File: src/rms_pkg.sv
// shared types, constants and the quarter-wave sine table for the ring modulator
`timescale 1ns / 1ps

package rms_pkg;

  localparam int unsigned SINE_TABLE_BITS = 10;
  localparam int unsigned QUARTER         = 1 << (SINE_TABLE_BITS - 2);
  localparam int unsigned QTR_BITS        = SINE_TABLE_BITS - 2;

  localparam int unsigned MIDQ_DEPTH = 4;
  localparam int unsigned OUTQ_DEPTH = 4;

  // polynomial coefficients, q2.30
  localparam logic [63:0] NCO_C1 = 64'd1686629713;
  localparam logic [63:0] NCO_C3 = 64'd693598669;
  localparam logic [63:0] NCO_C5 = 64'd85569306;
  localparam logic [63:0] NCO_C7 = 64'd5026995;
  localparam logic [63:0] NCO_C9 = 64'd172273;

  typedef enum logic [0:0] {
    REG_PHASE_STEP   = 1'b0,
    REG_WIDE_SAMPLES = 1'b1
  } cfg_reg_e;

  // one word between front and back
  typedef struct packed {
    logic signed [15:0]          sample;
    logic [SINE_TABLE_BITS-1:0] addr;
    logic                        odd;
    logic                        last;
  } item_t;

  typedef logic [14:0] lut_t [QUARTER];

  // sine magnitude for first-quadrant position r, evaluated at elaboration only
  function automatic logic [14:0] sine_mag(int unsigned r);
    logic [63:0] q;
    logic [63:0] q2;
    logic [63:0] t;
    logic [63:0] s;
    logic [63:0] mag;
    q   = 64'(r) << (32 - SINE_TABLE_BITS);
    q2  = (q * q) >> 30;
    t   = NCO_C9;
    t   = NCO_C7 - ((q2 * t) >> 30);
    t   = NCO_C5 - ((q2 * t) >> 30);
    t   = NCO_C3 - ((q2 * t) >> 30);
    t   = NCO_C1 - ((q2 * t) >> 30);
    s   = (q * t) >> 30;
    mag = (s + 64'd16384) >> 15;
    if (mag > 64'd32767) begin
      mag = 64'd32767;
    end
    return mag[14:0];
  endfunction

  function automatic lut_t build_lut();
    lut_t lut;
    for (int unsigned i = 0; i < QUARTER; i++) begin
      lut[i] = sine_mag(i);
    end
    return lut;
  endfunction

  localparam lut_t        SINE_LUT  = build_lut();
  localparam logic [14:0] SINE_PEAK = sine_mag(QUARTER);

endpackage

File: src/rms_front.sv
// front end: configuration registers, phase accumulator and word classification
`timescale 1ns / 1ps

module rms_front (
  input  logic                  clk_i,
  input  logic                  rst_ni,
  input  logic                  cfg_valid_i,
  input  rms_pkg::cfg_reg_e     cfg_index_i,
  input  logic [31:0]           cfg_data_i,
  input  logic                  push_i,
  input  logic signed [15:0]    sample_in_i,
  input  logic                  last_in_i,
  input  logic                  q_full_i,
  output logic                  q_push_o,
  output rms_pkg::item_t        q_item_o
);
  import rms_pkg::*;

  logic [31:0] phase_step_q;
  logic        wide_q;
  logic [31:0] phase_q, phase_d;
  logic        odd_q, odd_d;
  logic        accept;

  assign accept   = push_i && !q_full_i;
  assign q_push_o = accept;

  always_comb begin
    q_item_o.sample = wide_q ? sample_in_i : 16'(signed'(sample_in_i[7:0]));
    q_item_o.addr   = phase_q[31 -: SINE_TABLE_BITS];
    q_item_o.odd    = odd_q;
    q_item_o.last   = last_in_i;
  end

  always_comb begin
    phase_d = phase_q;
    odd_d   = odd_q;
    if (accept) begin
      if (last_in_i) begin
        phase_d = '0;
        odd_d   = 1'b0;
      end else begin
        phase_d = phase_q + phase_step_q;
        odd_d   = !odd_q;
      end
    end
  end

  always_ff @(posedge clk_i or negedge rst_ni) begin
    if (!rst_ni) begin
      phase_step_q <= '0;
      wide_q       <= 1'b1;
      phase_q      <= '0;
      odd_q        <= 1'b0;
    end else begin
      phase_q <= phase_d;
      odd_q   <= odd_d;
      if (cfg_valid_i) begin
        case (cfg_index_i)
          REG_PHASE_STEP:   phase_step_q <= cfg_data_i;
          REG_WIDE_SAMPLES: wide_q       <= cfg_data_i[0];
          default:          ;
        endcase
      end
    end
  end

endmodule

File: src/rms_queue.sv
// short queue of classified words between front and back
`timescale 1ns / 1ps

module rms_queue (
  input  logic           clk_i,
  input  logic           rst_ni,
  input  logic           push_i,
  input  rms_pkg::item_t item_i,
  output logic           full_o,
  input  logic           pop_i,
  output rms_pkg::item_t item_o,
  output logic           empty_o
);
  import rms_pkg::*;

  localparam int unsigned PtrW = $clog2(MIDQ_DEPTH);
  localparam int unsigned CntW = $clog2(MIDQ_DEPTH + 1);

  item_t           mem_q [MIDQ_DEPTH];
  logic [PtrW-1:0] wr_ptr_q, rd_ptr_q;
  logic [CntW-1:0] cnt_q;
  logic            do_push, do_pop;

  assign full_o  = (cnt_q == CntW'(MIDQ_DEPTH));
  assign empty_o = (cnt_q == '0);
  assign do_push = push_i && !full_o;
  assign do_pop  = pop_i && !empty_o;
  assign item_o  = mem_q[rd_ptr_q];

  always_ff @(posedge clk_i) begin
    if (do_push) begin
      mem_q[wr_ptr_q] <= item_i;
    end
  end

  always_ff @(posedge clk_i or negedge rst_ni) begin
    if (!rst_ni) begin
      wr_ptr_q <= '0;
      rd_ptr_q <= '0;
      cnt_q    <= '0;
    end else begin
      if (do_push) begin
        wr_ptr_q <= wr_ptr_q + PtrW'(1);
      end
      if (do_pop) begin
        rd_ptr_q <= rd_ptr_q + PtrW'(1);
      end
      cnt_q <= cnt_q + CntW'(do_push) - CntW'(do_pop);
    end
  end

endmodule

File: src/rms_back.sv
// back end: sine lookup, multiply, truncation toward zero and result buffer
`timescale 1ns / 1ps

module rms_back (
  input  logic               clk_i,
  input  logic               rst_ni,
  input  logic               q_empty_i,
  input  rms_pkg::item_t     q_item_i,
  output logic               q_pop_o,
  input  logic               pop_i,
  output logic               empty_o,
  output logic signed [15:0] sample_out_o,
  output logic               last_out_o
);
  import rms_pkg::*;

  localparam int unsigned PtrW = $clog2(OUTQ_DEPTH);
  localparam int unsigned CntW = $clog2(OUTQ_DEPTH + 3);

  typedef struct packed {
    logic signed [15:0] res;
    logic               last;
  } res_t;

  // stage 1: sine value
  logic               s1_v_q;
  logic signed [15:0] s1_sample_q;
  logic signed [15:0] s1_sine_q;
  logic               s1_odd_q;
  logic               s1_last_q;
  // stage 2: product
  logic               s2_v_q;
  logic signed [31:0] s2_prod_q;
  logic               s2_last_q;
  // result buffer
  res_t            mem_q [OUTQ_DEPTH];
  logic [PtrW-1:0] wr_ptr_q, rd_ptr_q;
  logic [CntW-1:0] cnt_q;
  logic [CntW-1:0] inflight;

  logic [1:0]          quad;
  logic [QTR_BITS-1:0] r;
  logic [QTR_BITS-1:0] lut_idx;
  logic [14:0]         mag;
  logic signed [15:0]  sine;
  logic signed [31:0]  biased;
  res_t                res_w;
  logic                issue, do_pop;

  // credits: words in the pipe plus words buffered never exceed the buffer
  assign inflight = CntW'(s1_v_q) + CntW'(s2_v_q) + cnt_q;
  assign issue    = !q_empty_i && (inflight < CntW'(OUTQ_DEPTH));
  assign q_pop_o  = issue;
  assign empty_o  = (cnt_q == '0);
  assign do_pop   = pop_i && !empty_o;

  // quarter-wave lookup, mirrored in odd quadrants
  always_comb begin
    quad    = q_item_i.addr[SINE_TABLE_BITS-1 -: 2];
    r       = q_item_i.addr[QTR_BITS-1:0];
    lut_idx = quad[0] ? (~r + QTR_BITS'(1)) : r;
    if (quad[0] && (r == '0)) begin
      mag = SINE_PEAK;
    end else begin
      mag = SINE_LUT[lut_idx];
    end
    sine = quad[1] ? -signed'({1'b0, mag}) : signed'({1'b0, mag});
  end

  // arithmetic shift rounds down, bias negatives to round toward zero
  always_comb begin
    biased    = s2_prod_q + (s2_prod_q[31] ? 32'sd32767 : 32'sd0);
    res_w.res  = biased[30:15];
    res_w.last = s2_last_q;
  end

  assign sample_out_o = mem_q[rd_ptr_q].res;
  assign last_out_o   = mem_q[rd_ptr_q].last;

  always_ff @(posedge clk_i) begin
    if (issue) begin
      s1_sample_q <= q_item_i.sample;
      s1_sine_q   <= sine;
      s1_odd_q    <= q_item_i.odd;
      s1_last_q   <= q_item_i.last;
    end
    if (s1_v_q) begin
      s2_prod_q <= s1_odd_q ? 32'sd0 : s1_sample_q * s1_sine_q;
      s2_last_q <= s1_last_q;
    end
    if (s2_v_q) begin
      mem_q[wr_ptr_q] <= res_w;
    end
  end

  always_ff @(posedge clk_i or negedge rst_ni) begin
    if (!rst_ni) begin
      s1_v_q   <= 1'b0;
      s2_v_q   <= 1'b0;
      wr_ptr_q <= '0;
      rd_ptr_q <= '0;
      cnt_q    <= '0;
    end else begin
      s1_v_q <= issue;
      s2_v_q <= s1_v_q;
      if (s2_v_q) begin
        wr_ptr_q <= wr_ptr_q + PtrW'(1);
      end
      if (do_pop) begin
        rd_ptr_q <= rd_ptr_q + PtrW'(1);
      end
      cnt_q <= cnt_q + CntW'(s2_v_q) - CntW'(do_pop);
    end
  end

  a_credit_bound: assert property (@(posedge clk_i) disable iff (!rst_ni)
    inflight <= CntW'(OUTQ_DEPTH))
    else $error("result credits exceeded");

  a_no_overflow: assert property (@(posedge clk_i) disable iff (!rst_ni)
    s2_v_q |-> (cnt_q < CntW'(OUTQ_DEPTH)) || do_pop)
    else $error("result buffer written while full");

  a_pipe_advance: assert property (@(posedge clk_i) disable iff (!rst_ni)
    issue |=> s1_v_q ##1 s2_v_q)
    else $error("issued word lost in pipeline");

  a_odd_zero: assert property (@(posedge clk_i) disable iff (!rst_ni)
    (s1_v_q && s1_odd_q) |=> (s2_prod_q == 32'sd0))
    else $error("odd word produced nonzero product");

endmodule

File: src/ring_modulator_sine.sv
// top level of the sine-carrier ring modulator
`timescale 1ns / 1ps

// ring modulator with a sine carrier from a 32-bit phase accumulator
//
// input side looks like a queue: a word (sample_in_i, last_in_i) is taken at
// a clock edge with push high and full low. the result side too: while empty
// is low the oldest result is on sample_out_o / last_out_o, and it is
// consumed at an edge with pop high
// even-indexed samples leave as sample times sine (q1.15, truncated toward
// zero), odd-indexed samples leave as zero; last_in_i ends a stream and
// returns phase and index to zero for the next sample
// configuration: cfg_index_i selects phase_step (0) or wide_samples (1),
// taken at an edge with cfg_valid_i high; cfg_ready_o is always high
// a taken word goes through the queue, stage 1 and stage 2 to the buffer
// throughput: one word per cycle unless results back up, set by the table
// read and the one 16x16 multiplier, each with a register after it
// a stalled receiver fills the four-entry result buffer, then the
// four-entry queue between front and back, then full rises
// reset clears phase, index, both queues and sets 16-bit mode, step zero
module ring_modulator_sine (
  input  logic               clk_i,
  input  logic               rst_ni,
  // configuration
  input  logic               cfg_valid_i,
  output logic               cfg_ready_o,
  input  rms_pkg::cfg_reg_e  cfg_index_i,
  input  logic [31:0]        cfg_data_i,
  // sample input
  input  logic               push,
  output logic               full,
  input  logic signed [15:0] sample_in_i,
  input  logic               last_in_i,
  // result output
  output logic               empty,
  input  logic               pop,
  output logic signed [15:0] sample_out_o,
  output logic               last_out_o
);
  import rms_pkg::*;

  item_t fq_item;
  item_t qb_item;
  logic  fq_push;
  logic  q_full;
  logic  q_empty;
  logic  q_pop;

  // register writes never stall
  assign cfg_ready_o = 1'b1;
  assign full        = q_full;

  // front: config, phase accumulator, even/odd tagging
  rms_front u_front (
    .clk_i       (clk_i),
    .rst_ni      (rst_ni),
    .cfg_valid_i (cfg_valid_i),
    .cfg_index_i (cfg_index_i),
    .cfg_data_i  (cfg_data_i),
    .push_i      (push),
    .sample_in_i (sample_in_i),
    .last_in_i   (last_in_i),
    .q_full_i    (q_full),
    .q_push_o    (fq_push),
    .q_item_o    (fq_item)
  );

  // decoupling queue
  rms_queue u_queue (
    .clk_i   (clk_i),
    .rst_ni  (rst_ni),
    .push_i  (fq_push),
    .item_i  (fq_item),
    .full_o  (q_full),
    .pop_i   (q_pop),
    .item_o  (qb_item),
    .empty_o (q_empty)
  );

  // back: lookup, multiply, result buffer
  rms_back u_back (
    .clk_i        (clk_i),
    .rst_ni       (rst_ni),
    .q_empty_i    (q_empty),
    .q_item_i     (qb_item),
    .q_pop_o      (q_pop),
    .pop_i        (pop),
    .empty_o      (empty),
    .sample_out_o (sample_out_o),
    .last_out_o   (last_out_o)
  );

endmodule

File: config.mk
export PLATFORM = sky130hd
export DESIGN_NAME = ring_modulator_sine
export DESIGN_NICKNAME = d
export VERILOG_FILES = /design/src/rms_pkg.sv /design/src/rms_front.sv /design/src/rms_queue.sv /design/src/rms_back.sv /design/src/ring_modulator_sine.sv
export SDC_FILE = /design/constraint.sdc
export NUM_CORES = 1
export LEC_CHECK = 0
export ABC_AREA = 1
export CORE_UTILIZATION = 49
export DETAILED_ROUTE_END_ITERATION = 6
export DONT_BUFFER_PORTS = 1
export MAX_ROUTING_LAYER = met4
export PLACE_DENSITY = 0.72
export SYNTH_ARGS = -nofsm -noshare
export SYNTH_HDL_FRONTEND = slang
export SYNTH_HIERARCHICAL = 1
export SYNTH_SLANG_ARGS = --single-unit
File: constraint.sdc
create_clock -name clk_i -period 8.6 [get_ports clk_i]
set_input_delay 0.43 -clock clk_i [delete_from_list [all_inputs] [get_ports clk_i]]
set_output_delay 0.43 -clock clk_i [all_outputs]
set_load 0.02 [all_outputs]
* Yosys cells after proc, flatten, opt, wreduce, memory -nomap -nowiden
Memories as Yosys holds them, arrays and structs flattened.
Cells that the tools add are included.
W data, S select, Z words.
** Cells by class
- $add $sub $neg :: 14
- $mul :: 1
- Magnitude comparators :: 2
- Eq/ne operators :: 1
- Multiplexer cells :: 13
- Bitwise operators :: 3
- Reductions and logical operators :: 15
** Operator list (count)
- $mux W15 :: 5
- $add A32 B32 Y32 :: 1
- $mul A16 B16 Y32 :: 1
- $mux W32 :: 1
- $add A31 B31 Y31 :: 1
- $mux W16 :: 1
- $neg A15 Y16 :: 1
- $ge A9 B9 Y1 const B :: 1
- $not A8 Y9 :: 1
- $add A2 B1 Y2 const B :: 4
- $add A8 B1 Y8 const B :: 1
- $logic_not A8 Y1 :: 1
- $mux W8 :: 1
- $not A8 Y8 :: 1
- $add A3 B1 Y3 :: 2
- $logic_and A1 B1 Y1 :: 6
- $logic_not A3 Y1 :: 2
- $sub A3 B1 Y3 :: 2
- $mux W1 :: 5
- $logic_not A1 Y1 :: 4
- $reduce_and A2 Y1 :: 2
- $add A3 B3 Y3 :: 1
- $eq A3 B3 Y1 const B :: 1
- $lt A3 B3 Y1 const B :: 1
- other kinds (2) :: 2
** Storage, ports and cells
- Bits in registers :: 149
- RAM bits :: 180
- ROM bits :: 3840
- Bits of input ports :: 55
- Word-level logic and storage cells :: 71
- Memories :: 3
** Memory list
- (no name shown) :: words 256, width 15, rd ports 1, clocked after memory_dff 0, write ports 0, line rms_back.sv:65 : mag = SINE_LUT[lut_idx];
- u_queue.mem_q :: words 4, width 28, rd ports 1, clocked after memory_dff 0, write ports 1, line rms_queue.sv:19 : item_t mem_q [MIDQ_DEPTH];
- u_back.mem_q :: words 4, width 17, rd ports 1, clocked after memory_dff 0, write ports 1, line rms_back.sv:36 : res_t mem_q [OUTQ_DEPTH];

* Longest topological paths before layout
Gate-level depths: netlist (run 1).
An unclocked memory read counts as a cell.
- Word-level depth :: 11
- Mapped depth :: 35

* Modules after synthesis
The synthesis (run 1) kept the hierarchy.
** Modules (own cells, without submodules)
- rms_back :: times used 1, cells an instance 2681, area an instance 20430.8 µm², seq. area each 4279.1 µm²
- rms_front :: times used 1, cells an instance 743, area an instance 5127.4 µm², seq. area each 1652.8 µm²
- rms_queue :: times used 1, cells an instance 415, area an instance 4842.1 µm², seq. area each 3538.4 µm²
- ring_modulator_sine :: times used 1, cells an instance 2, area an instance 11.3 µm², seq. area each 0.0 µm²

* Worst setup path after synthesis (run 1)
Ideal clock, no wire load.
- Kind :: register -> register
- Start point :: reg u_back.s1_sample_q[6]
- End point :: reg u_back.s2_prod_q[31] (data pin)
- Data arrival time :: 5.681 ns
- Required time :: 8.338 ns
- Path slack :: 2.657 ns
- Cell stages (with the launch flop) :: 25
- Path buffers :: 2
- Cells stage by stage :: edfxtp_1 -> clkbuf_1 -> clkbuf_1 -> nand2_1 -> fa_1 -> inv_1 -> fa_1 -> fa_1 -> fa_1 -> fa_1 -> inv_1 -> fa_1 -> inv_1 -> ha_1 -> a21oi_1 -> nor2_1 -> a211oi_1 -> o21ai_0 -> a21oi_1 -> o21a_1 -> o21ai_0 -> nand3_1 -> nand2_1 -> o21ai_0 -> a21oi_1
** On the way
- Word-level cells in the longest chain between the ends :: 1
** Ends and longest elaborated chain
- start: declaration :: line rms_back.sv:27 : logic signed [15:0] s1_sample_q;
- start signal: assignment :: line rms_back.sv:82 : s1_sample_q <= q_item_i.sample;
- $mul A16 B16 Y32 :: line rms_back.sv:88 : s2_prod_q <= s1_odd_q ? 32'sd0 : s1_sample_q * s1_sine_q;
- end signal: assignment :: line rms_back.sv:88
- end: declaration :: line rms_back.sv:33 : logic signed [31:0] s2_prod_q;
No other way between the ends.
A chain may end at the register's enable or synchronous reset.

* Worst setup path in the final report (run 1)
- Start point :: reg u_back.s1_sine_q[1]
- End point :: reg u_back.s2_prod_q[31] (data pin)
** On the way
- Word-level cells in the longest chain between the ends :: 1
** Ends and longest elaborated chain
- start: declaration :: line rms_back.sv:28 : logic signed [15:0] s1_sine_q;
- start signal: assignment :: line rms_back.sv:83 : s1_sine_q <= sine;
- $mul A16 B16 Y32 :: line rms_back.sv:88
No other way between the ends.

==> results of run 1 <==
[final timing paths]
path	startpoint	to	slack, ps
worst max-delay path	u_back/s1_sine_q[1]$_DFFE_PP_	u_back/s2_prod_q[31]$_SDFFCE_PP0P_	1900
worst min-delay path	cfg_data_i[1]	u_front/phase_step_q[1]$_DFFE_PN0P_	50
worst max register to register	u_back/s1_sine_q[1]$_DFFE_PP_	u_back/s2_prod_q[31]$_SDFFCE_PP0P_	1900
worst min register to register	u_front/phase_q[7]$_DFFE_PN0P_	u_front/phase_q[7]$_DFFE_PN0P_	480
max in group asynchronous	rst_ni	u_queue/rd_ptr_q[0]$_DFFE_PN0P_	7740
min in group asynchronous	rst_ni	u_back/rd_ptr_q[0]$_DFFE_PN0P_	460
[area by class of cell]
cell class,count,area [µm²]
Antenna cell,7,17.5
Clock inverter,21,171
Sequential cell,329,9470
Fill cell,5744,28700
Multi-Input combinational cell,2626,17300
Inverter,710,2680
Timing Repair Buffer,56,546
Clock buffer,45,935
Tap cell,782,978
[Yosys cell counts (4+ instances only)]
| cell | count |
|---|---|
| nand2_4 | 9 |
| inv_2 | 23 |
| nor3_2 | 4 |
| or2_2 | 8 |
| nand3_2 | 13 |
| nand2_1 | 1137 |
| xnor2_1 | 16 |
| nand2_2 | 33 |
| o21ai_0 | 150 |
| buf_4 | 37 |
| o21bai_1 | 5 |
| o211ai_1 | 8 |
| clkbuf_1 | 85 |
| ha_1 | 157 |
| nor3_1 | 10 |
| o21a_1 | 10 |
| a31oi_1 | 7 |
| nor2_2 | 18 |
| o21ai_1 | 45 |
| a21oi_1 | 122 |
| buf_2 | 33 |
| a21o_1 | 4 |
| dfrtp_1 | 81 |
| fa_1 | 265 |
| nand3b_1 | 11 |
| xor2_1 | 18 |
| buf_1 | 7 |
| o22ai_1 | 20 |
| nand3_1 | 202 |
| inv_4 | 4 |
| nand4_1 | 23 |
| nor2_4 | 5 |
| buf_6 | 13 |
| nor2_1 | 274 |
| mux2_2 | 30 |
| inv_1 | 683 |
| edfxtp_1 | 247 |
[metal layers]
metal | vias to the layer above | global-route usage [%]
met4 | 0 | 9.69
met1 | 11600 | 34.8
li1 | 11700 | -
met5 | - | -
met2 | 984 | 41.3
met3 | 201 | 4.40
[sequential cells by signal, indices dropped and copies added, names as in the netlist]
name / cells
u_queue/mem_q: 112
u_back/mem_q: 68
u_back/s2_prod_q: 32
u_front/phase_q: 32
u_front/phase_step_q: 32
u_back/s1_sample_q: 16
u_back/s1_sine_q: 16
u_back/cnt_q: 3
u_queue/cnt_q: 3
u_back/rd_ptr_q: 2
u_back/wr_ptr_q: 2
u_queue/rd_ptr_q: 2
u_queue/wr_ptr_q: 2
u_back/s1_last_q: 1
u_back/s1_odd_q: 1
u_back/s1_v_q: 1
u_back/s2_last_q: 1
u_back/s2_v_q: 1
u_front/odd_q: 1
u_front/wide_q: 1
[kinds of logic (layout without fill, tap and decap cells)]
kind of cell	after synthesis	count (layout)
and+or+nand+nor	1754	1754
buffers and inverters	886	832
adders and majority gates	422	422
AOI/OAI and AO/OA	385	385
DFF	329	329
xor gates and xnor gates	34	34
muxes	30	30
other	1	8
[timing repair]
item	in CTS	in global routing
hold buffers	42	1
setup buffers	0	0
endpoints found under the hold margin	149	1
[stage by stage]
step | setup slack [ps] | hold slack (ps) | utilization (%)
5_1_grt | 1520 | 71.0 | 52.8
2_1_floorplan | 2660 | 134 | -
6_report | 1900 | 46.9 | 52.8
3_5_place_dp | 1990 | 138 | 50.3
3_3_place_gp | 2120 | 138 | 50.3
4_1_cts | 1970 | 6.21 | 52.8
==> summary.txt, run 1 <==
Worst setup path
  – Crit. path cell count: 22
  – Worst-path cell with the longest stage delay: fa_1
  – Delay-heaviest family, CP: adder cells
  – Req. time, crit path: between 8000 and 9000 ps
  – Most common cell on crit path: fa_1
  – Reg2reg path depth: 22
  – CP Capture Type: register
  – Crit path DAT: about 7000 ps
  – CP startpoint kind: register
  – Worst stage delay on the critical path: roughly 750 ps
  – Critical Path Fanout Max: 16
  – CP Cell Sequence: nand2_1, inv_1, fa_1, fa_1, fa_1, fa_1, fa_1, inv_1, fa_1, inv_1, ha_1, nand2_1, inv_1, nand2_1, nor3_1, a21oi_1, o21a_1, o21ai_0, nand3_1, nand2_1, o21ai_0, a21oi_1
  – Critical path buffers and inverters: 4
  – Worst Setup Path Type: register to register

Clock tree
  – TritonCTS Sinks: about 330
  – Clk buf depth: 3
  – CTS tree: built
  – Post-CTS Resized: 0
  – Register clock-pin slew on the reported worst setup and hold paths: ~60 ps
  – CTS root buf: clkbuf_16
  – Clk_lat worst skew: around 560 ps
  – Inserted Clock Buffers: 36
  – Htree depth: 2

Place
  – GPL Wtd Cong: 1.04
  – Detailed Place HPWL: a little under 60000 µm
  – Port-buffer cells: 0
  – Area after DPL: around 31000 µm²
  – Inst Count DP: 4460

Floorplan
  – Die Ht: ~250 µm
  – Cell Rows: 90
  – Num ports: 75
  – Die area: 63100 µm²
  – Starting Density: 50.0%
  – CORE AREA: around 60000 µm²
  – Die W: approximately 250 µm

Status
  – Failing checks: design-rule violations
  – Outcome: complete, but fails checks

STA
  – Max Clock Skew: roughly 29 ps
  – Setup TNS: 0 ps
  – Final Slew Violations: 0
  – Final setup vio count: 0
  – Max transition margin: about a fifth
  – RSZ-0062 raised after global routing: no
  – Final Hold Fails: 0
  – Worst Tran Pin Value: roughly 1200 ps
  – Min Tclk post-route: ~6700 ps
  – Achievable Freq: 0.149 GHz
  – Final period util: between 70% and 80%

Synth
  – Synth Area in Simple Gates: roughly a quarter
  – Area contributors post-synth: edfxtp_1, fa_1, nand2_1
  – Total of warnings raised by yosys: 6
  – Combinational family with the most area after synthesis: simple AND/OR/NAND/NOR gates
  – Post-synth ARST share: 24.9%
  – Synthesized Nets: around 4300
  – Predominant post-synthesis flop cell: edfxtp_1
  – Yosys cell types: 53
  – EDFF count, synth: between 200 and 250
  – Syn Inst Count: about 3800
  – Sequential fraction of the synthesis area: 31.1%
  – Post-synthesis compound-gate area fraction: just under 7%
  – Share of the synthesized area in the top cell type: roughly a quarter
  – Post-Synth XOR/XNOR Area: 0.979%
  – Synth area leader: edfxtp_1
  – Adder-cell share of the synthesized area: a little under a quarter
  – Syn Std Cell Area: about 30000 µm²
  – Number of synthesized register bits: ~330
  – Post-synthesis mux area share: ~1.1%
  – Avg Cell Area, Syn: 7.92 µm²

Global routing
  – Initial antenna violation count: 6
  – Total track usage: 26.5%
  – Global-route wire length before repair: 128000 µm
  – Largest net degree at the start of global routing: 87
  – GRT Residual Overflow: 0
  – Vias in the first global route: 24000

Route
  – DR top layer: met4
  – DR pass1 iterations: 7
  – Met3 WL: between 6000 and 7000 µm
  – # DRC: 4
  – Vias/cell: 5.36
  – Post-Route M1 WL: approximately 33000 µm
  – Wire per inst: roughly 17 µm
  – Post-route ant nets: 0
  – Met2 Routed Length: between 30000 and 40000 µm
  – Vias: roughly 25000
  – Drt initial violations: about 2300
  – Final WL: about 79000 µm

Cells and area
  – P&R area growth vs syn: 5.66%
  – Most frequent cells in the layout: nand2_1, inv_1, nor2_1
  – Cell area after layout: ~32000 µm²
  – Fin nets: between 4000 and 5000
  – Finished Layout Cells: 4576
  – Share of post-route cells with drive strength above 1: just under 6%
  – Most common cell after layout, fill and taps aside: nand2_1

Job
  – Max cap viols: 0

Worst hold path
  – Hold path cells: 2
  – Hold crit path type: primary input to register
Power of run 1 is left out: the tool's default activity adds up to more than one toggle a clock period on the data nets, which glitch-free logic cannot reach.
==> inputs of run 2 (changes only) <==
==> constraint.sdc (replaced) <==
create_clock -name clk_i -period 6.7 [get_ports clk_i]
set_input_delay 0.335 -clock clk_i [delete_from_list [all_inputs] [get_ports clk_i]]
set_output_delay 0.335 -clock clk_i [all_outputs]
set_load 0.02 [all_outputs]
==> run 2 against run 1 <==
Net effect: the flow now finishes without violations; routed wire length rose by 5.3%; worst setup slack got worse by 1600 ps; register-to-register slack got worse by 1600 ps; via count rose by 1.2%; die area did not move; critical path depth rose by 2; hold slack got worse by 17 ps; sequential share of layout area fell by 0.61 points; count of clock-buffer cells in the layout rose by 2; non-clock buffer count rose by 81; core utilization rose by 1.1 points; maximum frequency rose by 4.9%; critical endpoint is now u_back/s2_prod_q[25]$_SDFFCE_PP0P_; largest cell class unchanged; highest routed layer unchanged.
==> summary.txt, run 2 (synthesized netlist as in run 1, its figures left out) <==
Cells and area
  – Max reg flops: around 110
  – Fillers: about 5700
  – Fin nets: about 4300
  – Most flop-heavy register: u_queue/mem_q
  – Most common cell after layout, fill and taps aside: nand2_1
  – P&R area growth vs syn: 7.90%
  – Regs by FF count: u_queue/mem_q (112), u_back/mem_q (68)
  – Most frequent cells in the layout: nand2_1, inv_1, nor2_1
  – Share of post-route cells with drive strength above 1: under 10%
  – Util after Layout: between 50% and 60%

Worst setup path
  – Crit. path cell count: 24
  – Critical path buffers and inverters: 7
  – Reg2reg setup slack: approximately 320 ps
  – Crit path DAT: 6660 ps
  – Worst stage delay on the critical path: 610 ps
  – Critical Path Fanout Max: 12
  – Critical Path End: u_back/s2_prod_q[25]$_SDFFCE_PP0P_
  – CP Capture Type: register
  – Worst-path cell with the longest stage delay: edfxtp_1
  – Req. time, crit path: 6980 ps
  – Most common cell on crit path: inv_1
  – Reg2reg path depth: 24
  – RR Endpoint: u_back/s2_prod_q[25]$_SDFFCE_PP0P_
  – Worst R2R Start: u_back/s1_sample_q[2]$_DFFE_PP_
  – Worst Setup Path Type: register to register
  – Delay-heaviest family, CP: adder cells
  – Critical path startpoint: u_back/s1_sample_q[2]$_DFFE_PP_
  – CP startpoint kind: register
  – CP Cell Sequence: buf_4, nand2_1, fa_1, inv_1, ha_1, inv_1, fa_1, inv_1, fa_1, fa_1, inv_1, fa_1, inv_1, ha_1, nand2_1, o21a_1, o21ai_0, a21oi_1, o21a_1, inv_1, nand2_1, o211ai_1, a21oi_1, o21a_1

Clock tree
  – TritonCTS Sinks: approximately 330
  – Clk_lat worst skew: around 550 ps
  – CTS root buf: clkbuf_16
  – Htree depth: 2
  – CTS tree: built
  – Register clock-pin slew on the reported worst setup and hold paths: roughly 60 ps
  – Clk buf depth: 3
  – Inserted Clock Buffers: 34

Route
  – Wire per inst: roughly 18 µm
  – Final WL: around 83000 µm
  – Vias: about 25000
  – Post-route ant nets: 0
  – Drt initial violations: 2257
  – Vias/cell: about 5.3
  – # DRC: 0
  – DR pass1 iterations: 6

Place
  – Detailed Place HPWL: about 63000 µm
  – Port-buffer cells: 0
  – GPL Wtd Cong: 1.01

STA
  – Max transition margin: between 30% and 40%
  – Min Tclk post-route: 6380 ps
  – Final Hold Fails: 0
  – Setup TNS: 0 ps
  – RSZ-0062 raised after global routing: no
  – Final Slew Violations: 0
  – Final setup vio count: 0
  – Achievable Freq: between 0.15 and 0.2 GHz
  – Final period util: between 90% and 100%
  – Worst Tran Pin Value: between 1000 and 1500 ps
  – Max Clock Skew: around 22 ps

Global routing
  – Total track usage: between 20% and 30%
  – Global-route wire length before repair: 133000 µm
  – Initial antenna violation count: 7
  – Vias in the first global route: 24800
  – GRT Residual Overflow: 0
  – Largest net degree at the start of global routing: between 80 and 90

Floorplan
  – Cell Rows: 90
  – Num ports: 75
  – Die area: about 63000 µm²
  – CORE AREA: about 61000 µm²
  – Starting Density: between 50% and 60%
  – Die W: roughly 250 µm
  – Die Ht: ~250 µm

Worst hold path
  – Hold crit path type: primary input to register

Status
  – Outcome: complete, no violations

Job
  – Max cap viols: 0
run 2: changes by cell type in the layout (fill, tap and decap cells not counted), sizes merged:
cell / delta
buf: +80
clkbuf: +2
clkinv: -4
clkinvlp: +1
diode: -1
dlygate4sd3: +1
inv: -3
run 2: worst min-delay path by stage:
stage,start,endpoint,cells past startpoint
2_1_floorplan,rst_ni,u_back/cnt_q[0]$_DFF_PN0_,0
3_3_place_gp,rst_ni,u_back/rd_ptr_q[1]$_DFFE_PN0P_,0
3_5_place_dp,rst_ni,u_back/rd_ptr_q[1]$_DFFE_PN0P_,0
4_1_cts,cfg_data_i[0],u_front/phase_step_q[0]$_DFFE_PN0P_,2
5_1_grt,sample_in_i[14],u_queue/mem_q[2][26]$_DFFE_PP_,2
6_report,cfg_data_i[0],u_front/phase_step_q[0]$_DFFE_PN0P_,2
run 2: metrics by stage:
| step | hold slack [ps] | area (µm²) | worst slack, ps | instances |
|---|---|---|---|---|
| 6_report | 29.6 | 32800 | 315 | 4652 |
| 5_1_grt | 32.3 | 32800 | 73.2 | 4652 |
| 4_1_cts | 11.5 | 32400 | 181 | 4607 |
| 3_5_place_dp | 42.4 | 30900 | 232 | 4501 |
| 3_3_place_gp | 42.6 | 30900 | 342 | 4501 |
| 2_1_floorplan | 39.4 | 30400 | 757 | 3841 |
run 2: timing repair:
| action | in CTS | in global routing |
|---|---|---|
| buffers inserted | 0 | 39 |
| setup endpoints to repair | 0 | 9 |
| resized for setup | 0 | 4 |
| hold buffers | 44 | 0 |
| hold endpoints to repair | 151 | 0 |
run 2: layer usage:
layer | vias to the layer above | GRT usage, % | part of all wire (%)
li1 | 11900 | - | -
met1 | 11800 | 35.6 | 42
met2 | 958 | 43.4 | 46
met3 | 225 | 5.26 | 8.0
met4 | 0 | 9.27 | 3.7
met5 | - | - | 0
run 2: final cells by class:
| type | instances | area (µm²) | share of cell area [%] |
|---|---|---|---|
| antenna | 6 | 15.0 | 0.0458 |
| clock buffer | 47 | 930 | 2.83 |
| clock inverter | 15 | 155 | 0.473 |
| inverter | 710 | 2680 | 8.15 |
| multi-input combinational | 2626 | 17300 | 52.9 |
| sequential | 329 | 9470 | 28.9 |
| tap | 782 | 978 | 2.98 |
| timing repair buffer | 137 | 1240 | 3.79 |
Power of run 2 is left out for the same reason.
==> inputs of run 3 (changes only) <==
--- a/config.mk
+++ b/config.mk
@@ -11,6 +11,7 @@
 export DONT_BUFFER_PORTS = 1
 export MAX_ROUTING_LAYER = met4
 export PLACE_DENSITY = 0.72
+export RECOVER_POWER = 25
 export SYNTH_ARGS = -nofsm -noshare
 export SYNTH_HDL_FRONTEND = slang
 export SYNTH_HIERARCHICAL = 1
==> run 3 against run 2 <==
Net effect: the run now ends with design-rule violations, max-capacitance violations, max-slew violations left; die area is the same; worst setup slack gained 41 ps; maximum frequency grew 0.64%; core utilization is essentially flat; register-to-register slack gained 40 ps.
==> summary.txt, run 3 (synthesized netlist as in run 1, its figures left out) <==
Worst setup path
  – Worst Setup Path Type: register to register
  – CP Capture Type: register
  – Critical Path Fanout Max: 6
  – CP startpoint kind: register
  – Reg2reg setup slack: about 360 ps
  – Crit path DAT: between 6000 and 7000 ps
  – Req. time, crit path: 6980 ps

Route
  – Vias: 24800
  – # DRC: 7
  – Final WL: approximately 83000 µm
  – Drt initial violations: 2135
  – DR pass1 iterations: 7
  – Wire per inst: approximately 18 µm
  – Vias/cell: roughly 5.3
  – Post-route ant nets: 0

STA
  – Min Tclk post-route: approximately 6300 ps
  – Final setup vio count: 0
  – Final Hold Fails: 0
  – RSZ-0062 raised after global routing: no
  – Max Clock Skew: around 20 ps
  – Final period util: a little over nine tenths
  – Achievable Freq: around 0.16 GHz
  – Max transition margin: -196%
  – Worst Tran Pin Value: 4440 ps
  – Final Slew Violations: 83
  – Setup TNS: 0 ps

Place
  – Port-buffer cells: 0
  – GPL Wtd Cong: ~1
  – Area after DPL: about 31000 µm²
  – Detailed Place HPWL: about 63000 µm

Floorplan
  – Cell Rows: 90
  – CORE AREA: 60800 µm²
  – Die W: between 200 and 300 µm
  – Starting Density: around 50%
  – Die Ht: ~250 µm
  – Die area: ~63000 µm²
  – Num ports: 75

Cells and area
  – Most frequent cells in the layout: nand2_1, inv_1, nor2_1
  – Most common cell after layout, fill and taps aside: nand2_1
  – Fillers: 5678
  – Most flop-heavy register: u_queue/mem_q
  – Fin nets: around 4300
  – FF+latch area: roughly 9500 µm²
  – Regs by FF count: u_queue/mem_q (112), u_back/mem_q (68)
  – Cell area after layout: between 30000 and 40000 µm²
  – Max reg flops: 112
  – Multi-input combinational cell area: around 17000 µm²
  – Share of post-route cells with drive strength above 1: 7.84%
  – P&R area growth vs syn: 7.82%

Global routing
  – Initial antenna violation count: 7
  – Total track usage: between 20 and 30%
  – GRT Residual Overflow: 0
  – Largest net degree at the start of global routing: 83
  – Global-route wire length before repair: approximately 130000 µm
  – Vias in the first global route: 24800

Clock tree
  – Clk buf depth: 3
  – Register clock-pin slew on the reported worst setup and hold paths: around 60 ps
  – TritonCTS Sinks: between 300 and 400
  – CTS root buf: clkbuf_16
  – CTS tree: built
  – Htree depth: 2
  – Clk_lat worst skew: 550 ps
  – Inserted Clock Buffers: 34

Job
  – Max cap viols: 1

Status
  – Failing checks: design-rule violations, max-capacitance violations, max-slew violations
  – Outcome: complete, but fails checks

Worst hold path
  – Hold crit path type: primary input to register
run 3: cell count changes in the layout (fill, tap and decap cells not counted), sizes merged:
cell / change
buf: -1
clkbuf: +1
run 3: area by class of cell:
type | count | share of cell area [%]
inverters | 710 | 8.16
well taps | 782 | 2.98
clock inverters | 15 | 0.473
diodes | 6 | 0.0458
clock buffers | 47 | 2.84
multi-input cells | 2626 | 52.9
repair buffers | 137 | 3.72
flip-flops and latches | 329 | 28.9
run 3: what timing repair did:
action / CTS / global route
hold endpoints to repair: 151 / 0
buffers inserted: 0 / 39
endpoints found under the setup margin: 0 / 9
resized for setup: 0 / 4
hold buffers: 44 / 0
run 3: per-layer routing:
metal	track usage [%]	wire length [µm]	part of all wire [%]	vias up
li1	-	-	-	11900
met5	-	0	0	-
met3	5.26	6630	8.0	210
met1	35.6	35400	42	11800
met4	9.27	3010	3.6	0
met2	43.4	38300	46	924
run 3: worst paths after layout:
| check | startpoint | endpoint | depth (start not counted) |
|---|---|---|---|
| max | u_back/s1_sine_q[5]$_DFFE_PP_ | u_back/s2_prod_q[25]$_SDFFCE_PP0P_ | 24 |
| min | cfg_data_i[0] | u_front/phase_step_q[0]$_DFFE_PN0P_ | 2 |
| max reg2reg | u_back/s1_sine_q[5]$_DFFE_PP_ | u_back/s2_prod_q[25]$_SDFFCE_PP0P_ | 24 |
| min reg2reg | u_front/phase_q[7]$_DFFE_PN0P_ | u_front/phase_q[7]$_DFFE_PN0P_ | 2 |
| max in group asynchronous | rst_ni | u_queue/rd_ptr_q[0]$_DFFE_PN0P_ | 2 |
| min in group asynchronous | rst_ni | u_back/rd_ptr_q[0]$_DFFE_PN0P_ | 2 |
run 3: metrics by stage:
step | hold slack, ps | setup WS, ps | utilization, % | std cells
2_1_floorplan | 39.4 | 757 | - | 3841
3_3_place_gp | 42.6 | 342 | 50.8 | 4501
3_5_place_dp | 42.4 | 232 | 50.8 | 4501
4_1_cts | 11.5 | 181 | 53.3 | 4607
5_1_grt | 32.3 | 73.2 | 53.9 | 4652
6_report | 32.5 | 356 | 53.9 | 4652
run 3: worst max-delay path: stages, from the launching register on:
cell and delay [ps]:
edfxtp_1 520, buf_4 220, nand2_1 60, inv_1 50
fa_1 500, inv_1 50, fa_1 500, fa_1 520
inv_1 50, fa_1 470, fa_1 550, inv_1 50
fa_1 530, inv_1 40, ha_1 360, nand2_1 140
o21a_1 220, o21ai_0 320, a21oi_1 130, o21a_1 200
inv_1 120, nand2_1 70, o211ai_1 130, a21oi_1 110
o21a_1 170
Power of run 3 is left out for the same reason.
